[config.mk]
export PLATFORM = sky130hd
export DESIGN_NAME = fastq_quality_trim_parser
export DESIGN_NICKNAME = d
export VERILOG_FILES = /design/src/rtl/fqtp_pkg.sv /design/src/rtl/fastq_quality_trim_parser.sv
export SDC_FILE = /design/constraint.sdc
export NUM_CORES = 1
export LEC_CHECK = 0
export CORE_MARGIN = 5
export CORE_UTILIZATION = 50
export CTS_CLUSTER_DIAMETER = 30
export CTS_CLUSTER_SIZE = 24
export DETAILED_ROUTE_END_ITERATION = 8
export DONT_BUFFER_PORTS = 1
export PLACE_DENSITY = 0.67
export SKIP_CTS_REPAIR_TIMING = 1
export SLEW_MARGIN = 20
export SYNTH_ARGS = -nofsm -noshare
export SYNTH_HDL_FRONTEND = slang
export SYNTH_SLANG_ARGS = --single-unit
export TNS_END_PERCENT = 1
[constraint.sdc]
create_clock -name aclk -period 9.88 [get_ports aclk]
set_input_delay 0.988 -clock aclk [delete_from_list [all_inputs] [get_ports aclk]]
set_output_delay 0.988 -clock aclk [all_outputs]
set_load 0.05 [all_outputs]
[src/rtl/fqtp_pkg.sv]
// ----------------------------------------------------------------------------
// fqtp_pkg: shared definitions for the FASTQ quality trim parser.
// Holds the line limit, derived widths, character codes and status codes.
// ----------------------------------------------------------------------------
package fqtp_pkg;

    // Longest line that is tracked; column and run lengths saturate here.
    localparam int LINE_LIMIT = 1024;
    localparam int COL_W      = $clog2(LINE_LIMIT + 1);
    localparam int OFS_W      = $clog2(LINE_LIMIT);

    // Register file.
    localparam int THR_W    = 7;
    localparam int MINLEN_W = 11;
    localparam int CNT_W    = 32;
    localparam int ADDR_W   = 3;
    localparam int DATA_W   = 32;

    localparam logic [THR_W-1:0]    THR_RESET    = THR_W'(33);
    localparam logic [MINLEN_W-1:0] MINLEN_RESET = MINLEN_W'(10);

    // Register index, taken from the word address bit.
    localparam logic REG_THRESHOLD  = 1'b0;
    localparam logic REG_MIN_LENGTH = 1'b1;

    // Character codes.
    localparam logic [7:0] CHAR_AT   = 8'h40;
    localparam logic [7:0] CHAR_PLUS = 8'h2B;
    localparam logic [7:0] CHAR_LF   = 8'h0A;
    localparam logic [7:0] CHAR_CR   = 8'h0D;

    // Line numbers within a record.
    localparam logic [1:0] LINE_HEADER    = 2'd0;
    localparam logic [1:0] LINE_SEPARATOR = 2'd2;
    localparam logic [1:0] LINE_QUALITY   = 2'd3;

    // Result status codes.
    typedef enum logic [1:0] {
        STATUS_OK            = 2'd0,
        STATUS_BAD_HEADER    = 2'd1,
        STATUS_BAD_SEPARATOR = 2'd2
    } status_t;

endpackage

[src/rtl/fastq_quality_trim_parser.sv]
// ----------------------------------------------------------------------------
// fastq_quality_trim_parser: FASTQ record parser with quality run search.
// Result path: the newline beat that ends a record is held in the input
// register, and its result beat is then loaded into the result register.
// Throughput: one byte beat per cycle; only a record-ending newline waits,
// and only while the previous result beat is still held by the consumer.
// Reset: synchronous active-low aresetn clears all control state and loads
// the register defaults (threshold 33, minimum length 10).
// ----------------------------------------------------------------------------
module fastq_quality_trim_parser
    import fqtp_pkg::*;
(
    input  logic                  aclk,
    input  logic                  aresetn,

    // Configuration port.
    input  logic                  psel,
    input  logic                  penable,
    input  logic                  pwrite,
    input  logic [ADDR_W-1:0]     paddr,
    input  logic [DATA_W-1:0]     pwdata,
    output logic [DATA_W-1:0]     prdata,
    output logic                  pready,

    // Byte stream in.
    input  logic                  s_valid,
    output logic                  s_ready,
    input  logic [7:0]            s_stream_byte,

    // Record results out.
    output logic                  m_valid,
    input  logic                  m_ready,
    output logic [1:0]            m_status,
    output logic [COL_W-1:0]      m_read_length,
    output logic [OFS_W-1:0]      m_read_offset,
    output logic                  m_too_short,
    output logic [CNT_W-1:0]      m_record_number
);

    // Configuration registers.
    logic [THR_W-1:0]    thr_reg;
    logic [MINLEN_W-1:0] minlen_reg;
    logic                cfg_write;

    // Input register.
    logic                in_valid_reg;
    logic [7:0]          in_byte_reg;

    // Parser state.
    logic [1:0]          line_index_reg;
    logic [COL_W-1:0]    column_reg;
    logic                in_run_reg;
    logic [OFS_W-1:0]    run_start_reg;
    logic [COL_W-1:0]    best_length_reg;
    logic [OFS_W-1:0]    best_start_reg;
    logic                header_bad_reg;
    logic                separator_bad_reg;
    logic                halted_reg;
    logic [CNT_W-1:0]    record_count_reg;

    // Result register.
    logic                m_valid_reg;
    status_t             status_reg;
    logic [COL_W-1:0]    length_reg;
    logic [OFS_W-1:0]    offset_reg;
    logic                too_short_reg;
    logic [CNT_W-1:0]    number_reg;

    // Datapath signals.
    logic                needs_slot;
    logic                proc_go;
    logic                col_zero;
    logic                is_lf;
    logic                on_quality;
    logic                good;
    logic                col_open;
    logic [COL_W-1:0]    run_len;
    logic                close_run;
    logic                better;
    logic [COL_W-1:0]    best_length_c;
    logic [OFS_W-1:0]    best_start_c;
    logic                header_bad_c;
    logic                separator_bad_c;
    logic                emit;
    logic                emit_error;
    status_t             status_c;

    // Register writes complete in the access phase; reads return the value.
    assign pready    = 1'b1;
    assign cfg_write = psel && penable && pwrite && pready;

    always_comb begin
        case (paddr[2])
            REG_THRESHOLD:  prdata = DATA_W'(thr_reg);
            REG_MIN_LENGTH: prdata = DATA_W'(minlen_reg);
            default:        prdata = '0;
        endcase
    end

    always_ff @(posedge aclk) begin
        if (!aresetn) begin
            thr_reg    <= THR_RESET;
            minlen_reg <= MINLEN_RESET;
        end else if (cfg_write) begin
            if (paddr[2] == REG_THRESHOLD) begin
                thr_reg <= pwdata[THR_W-1:0];
            end else begin
                minlen_reg <= pwdata[MINLEN_W-1:0];
            end
        end
    end

    // The held byte waits only when it ends a record and the result slot is
    // still full; every other byte is processed at once.
    assign needs_slot = !halted_reg && is_lf && on_quality;
    assign proc_go    = in_valid_reg && (!needs_slot || !m_valid_reg || m_ready);
    assign s_ready    = !in_valid_reg || proc_go;

    always_ff @(posedge aclk) begin
        if (!aresetn) begin
            in_valid_reg <= 1'b0;
        end else if (s_ready) begin
            in_valid_reg <= s_valid;
        end
    end

    always_ff @(posedge aclk) begin
        if (s_ready && s_valid) begin
            in_byte_reg <= s_stream_byte;
        end
    end

    // Classify the byte and evaluate the run that it may close.
    assign col_zero   = (column_reg == '0);
    assign is_lf      = (in_byte_reg == CHAR_LF);
    assign on_quality = (line_index_reg == LINE_QUALITY);
    assign good       = on_quality && !is_lf && (in_byte_reg != CHAR_CR)
                        && !in_byte_reg[7] && (in_byte_reg[6:0] >= thr_reg);
    assign col_open   = (column_reg < COL_W'(LINE_LIMIT));
    assign run_len    = column_reg - COL_W'(run_start_reg);
    assign close_run  = on_quality && !good && in_run_reg;
    assign better     = close_run && (run_len > best_length_reg);

    assign best_length_c = better ? run_len       : best_length_reg;
    assign best_start_c  = better ? run_start_reg : best_start_reg;

    // Format checks on the first byte of the header and separator lines.
    assign header_bad_c    = header_bad_reg
                             || (col_zero && (line_index_reg == LINE_HEADER)
                                 && (in_byte_reg != CHAR_AT));
    assign separator_bad_c = separator_bad_reg
                             || (col_zero && (line_index_reg == LINE_SEPARATOR)
                                 && (in_byte_reg != CHAR_PLUS));

    assign emit       = proc_go && needs_slot;
    assign emit_error = header_bad_c || separator_bad_c;

    always_comb begin
        if (header_bad_c) begin
            status_c = STATUS_BAD_HEADER;
        end else if (separator_bad_c) begin
            status_c = STATUS_BAD_SEPARATOR;
        end else begin
            status_c = STATUS_OK;
        end
    end

    // Parser state update, one byte per cycle unless the held byte waits for the result slot; no update once halted.
    always_ff @(posedge aclk) begin
        if (!aresetn) begin
            line_index_reg    <= '0;
            column_reg        <= '0;
            in_run_reg        <= 1'b0;
            run_start_reg     <= '0;
            best_length_reg   <= '0;
            best_start_reg    <= '0;
            header_bad_reg    <= 1'b0;
            separator_bad_reg <= 1'b0;
            halted_reg        <= 1'b0;
            record_count_reg  <= '0;
        end else if (proc_go && !halted_reg) begin
            if (is_lf && on_quality) begin
                // End of record: start over, count it or stop on an error.
                line_index_reg    <= '0;
                column_reg        <= '0;
                in_run_reg        <= 1'b0;
                run_start_reg     <= '0;
                best_length_reg   <= '0;
                best_start_reg    <= '0;
                header_bad_reg    <= 1'b0;
                separator_bad_reg <= 1'b0;
                if (emit_error) begin
                    halted_reg <= 1'b1;
                end else begin
                    record_count_reg <= record_count_reg + 1'b1;
                end
            end else begin
                header_bad_reg    <= header_bad_c;
                separator_bad_reg <= separator_bad_c;
                best_length_reg   <= best_length_c;
                best_start_reg    <= best_start_c;
                if (is_lf) begin
                    line_index_reg <= line_index_reg + 2'd1;
                    column_reg     <= '0;
                    in_run_reg     <= 1'b0;
                end else begin
                    if (good && !in_run_reg && col_open) begin
                        in_run_reg    <= 1'b1;
                        run_start_reg <= column_reg[OFS_W-1:0];
                    end else if (close_run) begin
                        in_run_reg <= 1'b0;
                    end
                    if (col_open) begin
                        column_reg <= column_reg + 1'b1;
                    end
                end
            end
        end
    end

    // Result register; it holds a beat until the consumer takes it.
    always_ff @(posedge aclk) begin
        if (!aresetn) begin
            m_valid_reg <= 1'b0;
        end else if (emit) begin
            m_valid_reg <= 1'b1;
        end else if (m_ready) begin
            m_valid_reg <= 1'b0;
        end
    end

    always_ff @(posedge aclk) begin
        if (emit) begin
            status_reg <= status_c;
            number_reg <= record_count_reg;
            if (emit_error) begin
                length_reg    <= '0;
                offset_reg    <= '0;
                too_short_reg <= 1'b0;
            end else begin
                length_reg    <= best_length_c;
                offset_reg    <= best_start_c;
                too_short_reg <= (best_length_c < minlen_reg);
            end
        end
    end

    assign m_valid         = m_valid_reg;
    assign m_status        = status_reg;
    assign m_read_length   = length_reg;
    assign m_read_offset   = offset_reg;
    assign m_too_short     = too_short_reg;
    assign m_record_number = number_reg;

    // An error result always halts the parser on the next cycle.
    assert property (@(posedge aclk) disable iff (!aresetn)
        emit && emit_error |=> halted_reg)
        else $error("parser did not halt after an error result");

    // Once halted, the parser stays halted until reset.
    assert property (@(posedge aclk) disable iff (!aresetn)
        halted_reg |=> halted_reg)
        else $error("parser left the halted state without reset");

    // No result is produced while halted.
    assert property (@(posedge aclk) disable iff (!aresetn)
        halted_reg |-> !emit)
        else $error("result produced while halted");

    // A run is only open on the quality line.
    assert property (@(posedge aclk) disable iff (!aresetn)
        in_run_reg |-> (line_index_reg == LINE_QUALITY))
        else $error("run open outside the quality line");

    // Error results carry no run information.
    assert property (@(posedge aclk) disable iff (!aresetn)
        m_valid_reg && (status_reg != STATUS_OK) |->
            (length_reg == '0) && (offset_reg == '0) && !too_short_reg)
        else $error("error result carries run data");

endmodule
==> impl_metrics.ini, run 1 <==
[outcome]
outcome = complete, no violations

[worst_hold_path]
worstHoldStart = minlen_reg[9]
hold_end = minlen_reg[9]
min_path_cells = 2
hold_path_class = flip-flop to flip-flop

[placed_design]
dpl.hpwl_um = 12800
io_buffer_count = 0
routabilityCongestion = 0.828
post_dp_cell_area_um2 = 8380

[power_and_ir_drop]
switchingPower_uw = 347
pwr-share-comb_pct = 5.4
power_frac_seq_pct = 48.2
clkPwrFrac_pct = 46.4
power_leakage_nw = 3.19
cellPowerDensity_nw_per_um2 = 164
ir_drop_mv = 0.110
internal_power_mw = 1.12
finalPower_mw = 1.47
switching_share_pct = 23.6

[yosys]
async_flop_share_pct = 0
ys_ff_latch = 164
synth-simple-area-share_pct = 21.3
synthDominantCellAreaShare_pct = 24.1
ys.flop_type = dfxtp_1
synth_top_family_by_area = simple AND/OR/NAND/NOR gates
synth_xor_area_share_pct = 1.58
syn-instance-count = 888
syn_area_per_cell_um2 = 9.37
synthAdderAreaFrac_pct = 6.86
yosys_warnings = 0
synth_mux_area_share_pct = 1.79
netlist_area_um2 = 8320
synth_cell_types = 72
synth_compound_area_share_pct = 14.4
yosys-top-cells-area = dfxtp_1, edfxtp_1, ha_1
synth-seq-area-share_pct = 47.1
synth_edf_count = 64
synth.largest_area_cell = dfxtp_1

[setup_path]
critPathMaxStageDelay_ns = 0.58
arrival_ns = 5.65
crit_buf_inv = 2
r2r_cells = 23
path_class = flip-flop to flip-flop
worstSetupStartpointType = flip-flop
worstSetupPathDepth = 23
reg2reg_from = column_reg[0]
worstPathCellList = inv_1 > ha_1 > fa_1 > nand2b_1 > a21oi_1 > nor3_1 > a21oi_1 > xnor2_1 > inv_1 > ha_1 > nand4_1 > a211o_1 > o2111ai_1 > o2111ai_2 > nand2_1 > nand2_1 > ha_1 > nor2b_1 > o21ai_0 > nand2b_1 > a21oi_1 > o2111ai_1 > a41oi_1
cp-end-kind = flip-flop
required_ns = 10.13
reg2reg_slack_ns = 4.48
critPathTopFamily = compound AO/OA/AOI/OAI gates
path_max_fanout = 16
crit_path_top_delay_cell = o2111ai_2
reg2reg_to = m_too_short
startpoint = column_reg[0]

[drt]
drc = 0
via_per_inst = 5.80
drt_wl_total_um = 19000
dr.pass1.iters = 4
final_antenna_net_count = 0
wl_per_cell_um = 17.3
vias = 6363
initialDrtViolationCount = 463

[clock_tree]
cts_max_level = 4
numCtsBuffers = 17
root_buffer = clkbuf_16
cts_tree = done
clockBufferDepth = 2
clock_sinks = 164
insertion_delay_ns = 0.42
clk_pin_slew_ns = 0.06

[job]
maxCapViolCount = 0

[timing]
setup_viol = 0
slew_viol_final = 0
maxSlewHeadroom_pct = 32.9
finalHoldViolCount = 0
rsz0062_at_grt = false
setup_tns_ns = 0
finalCritPeriodShare_pct = 54.6
max_freq_mhz = 185
finClkSkew_ns = 0.0107
worstMarginPinSlew_ns = 1.00
min_period_ns = 5.40

[layout]
final_common_cell = nand2_1
mostFrequentLayoutCells = nand2_1, dfxtp_1, a21oi_1
final_area_um2 = 8990
layout-drive-gt1-share_pct = 7.30
synthToLayoutAreaGrowth_pct = 8.00
n_antenna_cell = 0
num-fill-cells = 1502
final_core_util_pct = 54.6
nets = 959

[global_routing]
grt_overflow = 0
grt_pass1_wl_um = 30800
grt_max_degree = 62
grt_pass1_vias = 5775
antenna_found_initial = 0
track_usage_pct = 19.3

[die]
io_pins = 141
initial_core_util_pct = 50.5
fp.coreArea_um2 = 16500
die_h_um = 139
die_area_um2 = 19300
rows = 47
die_w_um = 139
[tightest hold or removal path, stage by stage (launching register included)]
cell	delay, ns
dfxtp_1	0.31
nand2_1	0.05
a21oi_1	0.05
[worst max path at each step]
stage	to
final	m_too_short
after global routing	m_too_short
after CTS	m_too_short
after detailed placement	m_too_short
after global placement	m_too_short
after floorplan	m_too_short
[through the flow]
stage	hold WS [ns]	instances	setup WS, ns
floorplan	0.406	908	5.29
global route	0.474	1097	4.10
detailed placement	0.447	1065	4.57
CTS	0.456	1097	4.52
finish	0.456	1097	4.48
global placement	0.443	1065	4.65
[layout make-up]
type                       instances  area (um^2)  area share (%)
clock buffer                      18          429            4.77
clock inverter                    14          176            1.96
inverter                          55          206            2.30
multi-input combinational        621         3940            43.8
sequential                       164         3920            43.7
tap                              220          275            3.06
timing repair buffer               5         37.5           0.418
[logic make-up after synthesis]
family / after synthesis
AOI/OAI and AO/OA: 184
xor gates and xnor gates: 15
adders and majority gates: 45
buffers and inverters: 123
DFF: 164
muxes: 14
other: 2
and+or+nand+nor: 341
[metal layers]
layer	up-vias	share of wire (%)	track usage, %	routed length [um]
li1	3146	-	-	-
met1	3023	47	27.4	8970
met2	174	46	30.1	8710
met3	20	5.4	4.45	1020
met4	0	1.4	4.79	266
met5	-	0	0	0
[synthesized netlist by cell type (9+ instances only)]
cell and n:
buf_4 24, nor3_1 11, clkbuf_1 36, or3_1 9, inv_1 54, ha_1 44, nand2b_1 18, and3_1 11
a21oi_1 74, nor4_1 10, o32ai_1 17, o21ai_0 26, nand2_1 118, xnor2_1 11, nor2b_1 10, and2_1 11
nor2_1 38, o41ai_1 11, dfxtp_1 100, edfxtp_1 64, nand4_1 34, nand3_1 36
[power groups by stage]
stage / registers (mW) / logic [mW] / clock network (mW)
floorplan: 0.722 / 0.0755 / 0
global placement: 0.723 / 0.0780 / 0
detailed placement: 0.723 / 0.0791 / 0
CTS: 0.708 / 0.0795 / 0.692
global route: 0.709 / 0.0866 / 0.724
finish: 0.709 / 0.0800 / 0.682
Power figures use the tool's default switching activity.
==> inputs of run 2 (changes only) <==
ABC_AREA = 1   (was not set)
clock period = 5.27 ns   (was 9.88 ns; I/O delays follow)
==> run 2 against run 1 <==
Compared with the run above:
- non-clock buffer count did not move
- design area increased by 4.2%
- die area increased by 5.1%
- highest routed layer unchanged
- first-iteration DRC count shrank 22%
- register-to-register slack worse by 3.6 ns
- critical path type unchanged
- worst setup slack got worse by 3.6 ns
==> impl_metrics.ini, run 2 <==
[placed_design]
dpl.hpwl_um = 14300
io_buffer_count = 0
routabilityCongestion = 0.896
dpl.cell_count = 1281

[global_routing]
grt_busiest_layer = met2
met1_usage_pct = 23.8
grt_max_degree = 69
grt_pass1_vias = 6274
track_usage_pct = 19.3
grt_pass1_wl_um = 31500
use_met3_pct = 3.63
use_met2_pct = 34.1
antenna_found_initial = 0
grt_overflow = 0

[power_and_ir_drop]
power_frac_seq_pct = 50.2
internal_power_mw = 1.97
switching_share_pct = 25.5
finalPower_mw = 2.65
clkPwrFrac_pct = 43.5
ir_drop_mv = 0.208
power_leakage_nw = 3.62
pwr-share-comb_pct = 6.3
switchingPower_uw = 676
cellPowerDensity_nw_per_um2 = 283

[layout]
synthToLayoutAreaGrowth_pct = 6.68
nets = 1170
layout-drive-gt1-share_pct = 8.73
final_core_util_pct = 54.3
final_common_cell = nand2_1
mostFrequentLayoutCells = nand2_1, inv_1, dfxtp_1
final_cells = 1313
n_antenna_cell = 0

[clock_tree]
numCtsBuffers = 17
clockBufferDepth = 2
cts_max_level = 4
cts_tree = done
insertion_delay_ns = 0.44
clock_sinks = 164
clk_pin_slew_ns = 0.07
root_buffer = clkbuf_16

[setup_path]
crit_buf_inv = 4
crit_top_cell = nand2_1
crit_path_top_delay_cell = nor2_8
critPathTopFamily = simple AND/OR/NAND/NOR gates
required_ns = 5.46
path_class = flip-flop to flip-flop
cp-end-kind = flip-flop
arrival_ns = 4.54
worstSetupStartpointType = flip-flop
reg2reg_slack_ns = 0.92
critPathMaxStageDelay_ns = 0.41
path_max_fanout = 30

[timing]
slew_viol_final = 0
min_period_ns = 4.35
finClkSkew_ns = 0.0147
finalCritPeriodShare_pct = 82.6
finalHoldViolCount = 0
setup_viol = 0
maxSlewHeadroom_pct = 30.4
rsz0062_at_grt = false
worstMarginPinSlew_ns = 1.04
setup_tns_ns = 0
max_freq_mhz = 230

[drt]
final_antenna_net_count = 0
vias = 6823
via_per_inst = 5.20
initialDrtViolationCount = 363
dr.pass1.iters = 5
wl_per_cell_um = 14.9
drc = 0
drt_wl_total_um = 19600

[worst_hold_path]
hold_path_class = primary input to flip-flop

[die]
die_area_um2 = 20300
rows = 48
initial_core_util_pct = 50.9
die_h_um = 143
die_w_um = 143
fp.coreArea_um2 = 17200
io_pins = 141

[yosys]
syn-instance-count = 1088
yosys-top-cells-area = dfxtp_1, edfxtp_1, nand2_1
yosys_warnings = 0
syn_area_per_cell_um2 = 8.07
synthTopCellsByCount = nand2_1, inv_1, dfxtp_1
synth_edf_count = 64
yosysMostFrequentCell = nand2_1
netlist_area_um2 = 8780
ys_ff_latch = 164
synth.largest_area_cell = dfxtp_1
ys.flop_type = dfxtp_1
async_flop_share_pct = 0
synth-seq-area-share_pct = 44.7
synthDominantCellAreaShare_pct = 22.8
synth_cell_types = 42

[outcome]
outcome = complete, no violations

[job]
maxCapViolCount = 0
-- run 2: cell types whose count changed after synthesis, sizes merged, moves of 14 or more --
cell    before  now
a21oi       74  106
clkbuf      37   20
inv         55  144
nand2      119  256
nand2b      18    0
nor2        38   95
o21ai       27   55
o32ai       17    0
xor2         4   18
-- run 2: routing by layer --
metal	up-vias	wire (um)
met2	126	9990
li1	3496	-
met3	26	726
met4	0	336
met1	3175	8540
met5	-	0
-- run 2: power by group through the flow --
stage          combinational (mW)  clock, mW  sequential (mW)
5_1_grt                     0.185       1.23             1.33
3_3_place_gp                0.167          0             1.36
2_1_floorplan               0.159          0             1.36
3_5_place_dp                0.169          0             1.36
6_report                    0.168       1.15             1.33
4_1_cts                     0.170       1.18             1.33
-- run 2: kinds of logic (layout without fill, tap and decap cells) --
logic type	after synthesis	after routing	share of synthesized area (%)
flip-flops	164	164	44.7
adder cells (fa/ha/maj)	45	45	6.50
AO/OA/AOI/OAI	173	173	11.1
AND/OR/NAND/NOR	472	472	24.4
XOR/XNOR	30	30	2.99
buffers and inverters	202	182	10.2
other	2	22	0.0856
-- run 2: final timing paths --
| kind | startpoint | to | depth (start not counted) |
|---|---|---|---|
| setup reg to reg | column_reg[0] | m_too_short | 26 |
| setup / recovery | column_reg[0] | m_too_short | 26 |
| hold reg to reg | run_start_reg[9] | run_start_reg[9] | 2 |
| hold / removal | aresetn | thr_reg[0] | 1 |
-- run 2: layout make-up --
type	count	area (um^2)
clock inverters	13	100
inverters	145	548
fillers	1557	7870
flip-flops and latches	164	3920
multi-input cells	742	4030
repair buffers	5	37.5
well taps	225	282
clock buffers	19	443
-- run 2: metrics by stage --
step | instance area [um^2] | setup slack [ns] | hold WS [ns]
finish | 9370 | 0.916 | 0.187
global route | 9370 | 0.488 | 0.176
floorplan | 8850 | 1.50 | 0.439
CTS | 9370 | 0.896 | 0.170
detailed placement | 8820 | 0.907 | 0.452
global placement | 8820 | 0.963 | 0.449
==> inputs of run 3 (changes only) <==
PLACE_DENSITY = 0.7   (was 0.67)
clock period = 3.7 ns   (was 5.27 ns; I/O delays follow)
==> run 3 against run 2 <==
Compared with the run above:
- the run now ends with negative setup slack left
- clock-buffer cell count rose by 1
- sequential share of layout area down 3.2 points
- register-to-register slack worse by 1.1 ns
- worst hold slack worse by 0.15 ns
- first-iteration DRC count grew 50%
- die area is the same
- utilization increased by 4.6 points
- maximum frequency increased by 13%
- design area grew 8.4%
- combinational power up 73%
- flip-flop and latch count is the same
- worst setup slack worse by 1.1 ns
==> impl_metrics.ini, run 3 (synthesis results as in run 2) <==
[outcome]
outcome = complete, but fails checks
violations = negative setup slack

[die]
initial_core_util_pct = 50.9
die_h_um = 143
rows = 48
fp.coreArea_um2 = 17200
die_area_um2 = 20300
die_w_um = 143
io_pins = 141

[timing]
slew_viol_final = 0
finalCritPeriodShare_pct = 104
finalHoldViolCount = 0
min_period_ns = 3.85
maxSlewHeadroom_pct = 32.4
finClkSkew_ns = 0.00784
worstMarginPinSlew_ns = 1.01
rsz0062_at_grt = true
max_freq_mhz = 260
setup_tns_ns = -0.151
fin_ws_ns = -0.151
setup_viol = 1

[clock_tree]
clk_pin_slew_ns = 0.07
clock_sinks = 164
insertion_delay_ns = 0.43
root_buffer = clkbuf_16
cts_max_level = 4
numCtsBuffers = 17
clockBufferDepth = 2
cts_tree = done

[setup_path]
required_ns = 3.89
critPathTopFamily = simple AND/OR/NAND/NOR gates
reg2reg_slack_ns = -0.15
r2r_cells = 28
path_max_fanout = 6
reg2reg_to = m_too_short
cp-end-kind = flip-flop
arrival_ns = 4.04
reg2reg_from = column_reg[0]
critPathMaxStageDelay_ns = 0.37
worstSetupStartpointType = flip-flop
path_class = flip-flop to flip-flop
crit_path_top_delay_cell = fa_2
crit_buf_inv = 3

[worst_hold_path]
worstHoldStart = s_stream_byte[4]
min_path_cells = 0
hold_path_class = primary input to flip-flop
hold_end = in_byte_reg[4]

[drt]
dr.pass1.iters = 5
wl_per_cell_um = 15.4
drt_wl_total_um = 21200
vias = 7254
via_per_inst = 5.27
final_antenna_net_count = 0
initialDrtViolationCount = 543
drc = 0

[placed_design]
dpl.cell_count = 1334
io_buffer_count = 0
dpl.hpwl_um = 15100
routabilityCongestion = 0.960

[job]
maxCapViolCount = 0

[power_and_ir_drop]
internal_power_mw = 2.95
cellPowerDensity_nw_per_um2 = 386
power_frac_seq_pct = 48.4
switchingPower_uw = 962
clkPwrFrac_pct = 44.2
switching_share_pct = 24.6
pwr-share-comb_pct = 7.4
power_leakage_nw = 3.99
ir_drop_mv = 0.320

[layout]
synthToLayoutAreaGrowth_pct = 15.7
mostFrequentLayoutCells = nand2_1, inv_1, dfxtp_1
num-fill-cells = 1504
nets = 1233
final_common_cell = nand2_1
n_antenna_cell = 0
final_cells = 1376
final_core_util_pct = 58.9
layout-drive-gt1-share_pct = 17.4

[global_routing]
grt_overflow = 0
grt_pass1_wl_um = 33400
track_usage_pct = 20.3
antenna_found_initial = 0
grt_pass1_vias = 6973
grt_max_degree = 42
==> run 3: area by class of cell <==
type                            instances  area, um^2  share of cell area [%]
Inverter                              145         548                    5.40
Sequential cell                       164        3930                    38.7
Clock inverter                         12         131                    1.29
Clock buffer                           20         437                    4.30
Timing Repair Buffer                   67         558                    5.49
Tap cell                              225         282                    2.77
Multi-Input combinational cell        743        4270                    42.1
==> run 3: power groups by stage <==
stage	Sequential, mW	Clock, mW	Combinational, mW
2_1_floorplan	1.93	0	0.227
5_1_grt	1.90	1.83	0.315
3_5_place_dp	1.94	0	0.256
3_3_place_gp	1.93	0	0.251
6_report	1.90	1.73	0.290
4_1_cts	1.90	1.75	0.258
==> run 3: how the worst max path moves through the flow <==
stage                   from     endpoint  depth (start not counted)
2_1_floorplan  column_reg[0]  m_too_short                         29
3_3_place_gp   column_reg[0]  m_too_short                         25
3_5_place_dp   column_reg[0]  m_too_short                         25
4_1_cts        column_reg[0]  m_too_short                         25
5_1_grt        column_reg[0]  m_too_short                         28
6_report       column_reg[0]  m_too_short                         28
==> run 3: per-stage QoR <==
step,instance area (um^2),setup slack (ns),hold slack [ns],power [mW]
after floorplan,8860,0.0298,0.439,2.16
after global placement,9250,-0.123,0.450,2.19
after detailed placement,9250,-0.197,0.453,2.19
after CTS,9820,-0.232,0.0223,3.90
after global routing,10200,-0.390,0.0125,4.04
final,10200,-0.151,0.0338,3.92
==> run 3: layer usage <==
| metal | wire length (um) | part of all wire (%) | vias to the layer above | global-route usage, % |
|---|---|---|---|---|
| met3 | 949 | 4.5 | 40 | 3.93 |
| li1 | - | - | 3628 | - |
| met2 | 10600 | 50 | 177 | 35.8 |
| met1 | 9080 | 43 | 3409 | 24.6 |
| met5 | 0 | 0 | - | 0 |
| met4 | 512 | 2.4 | 0 | 7.30 |
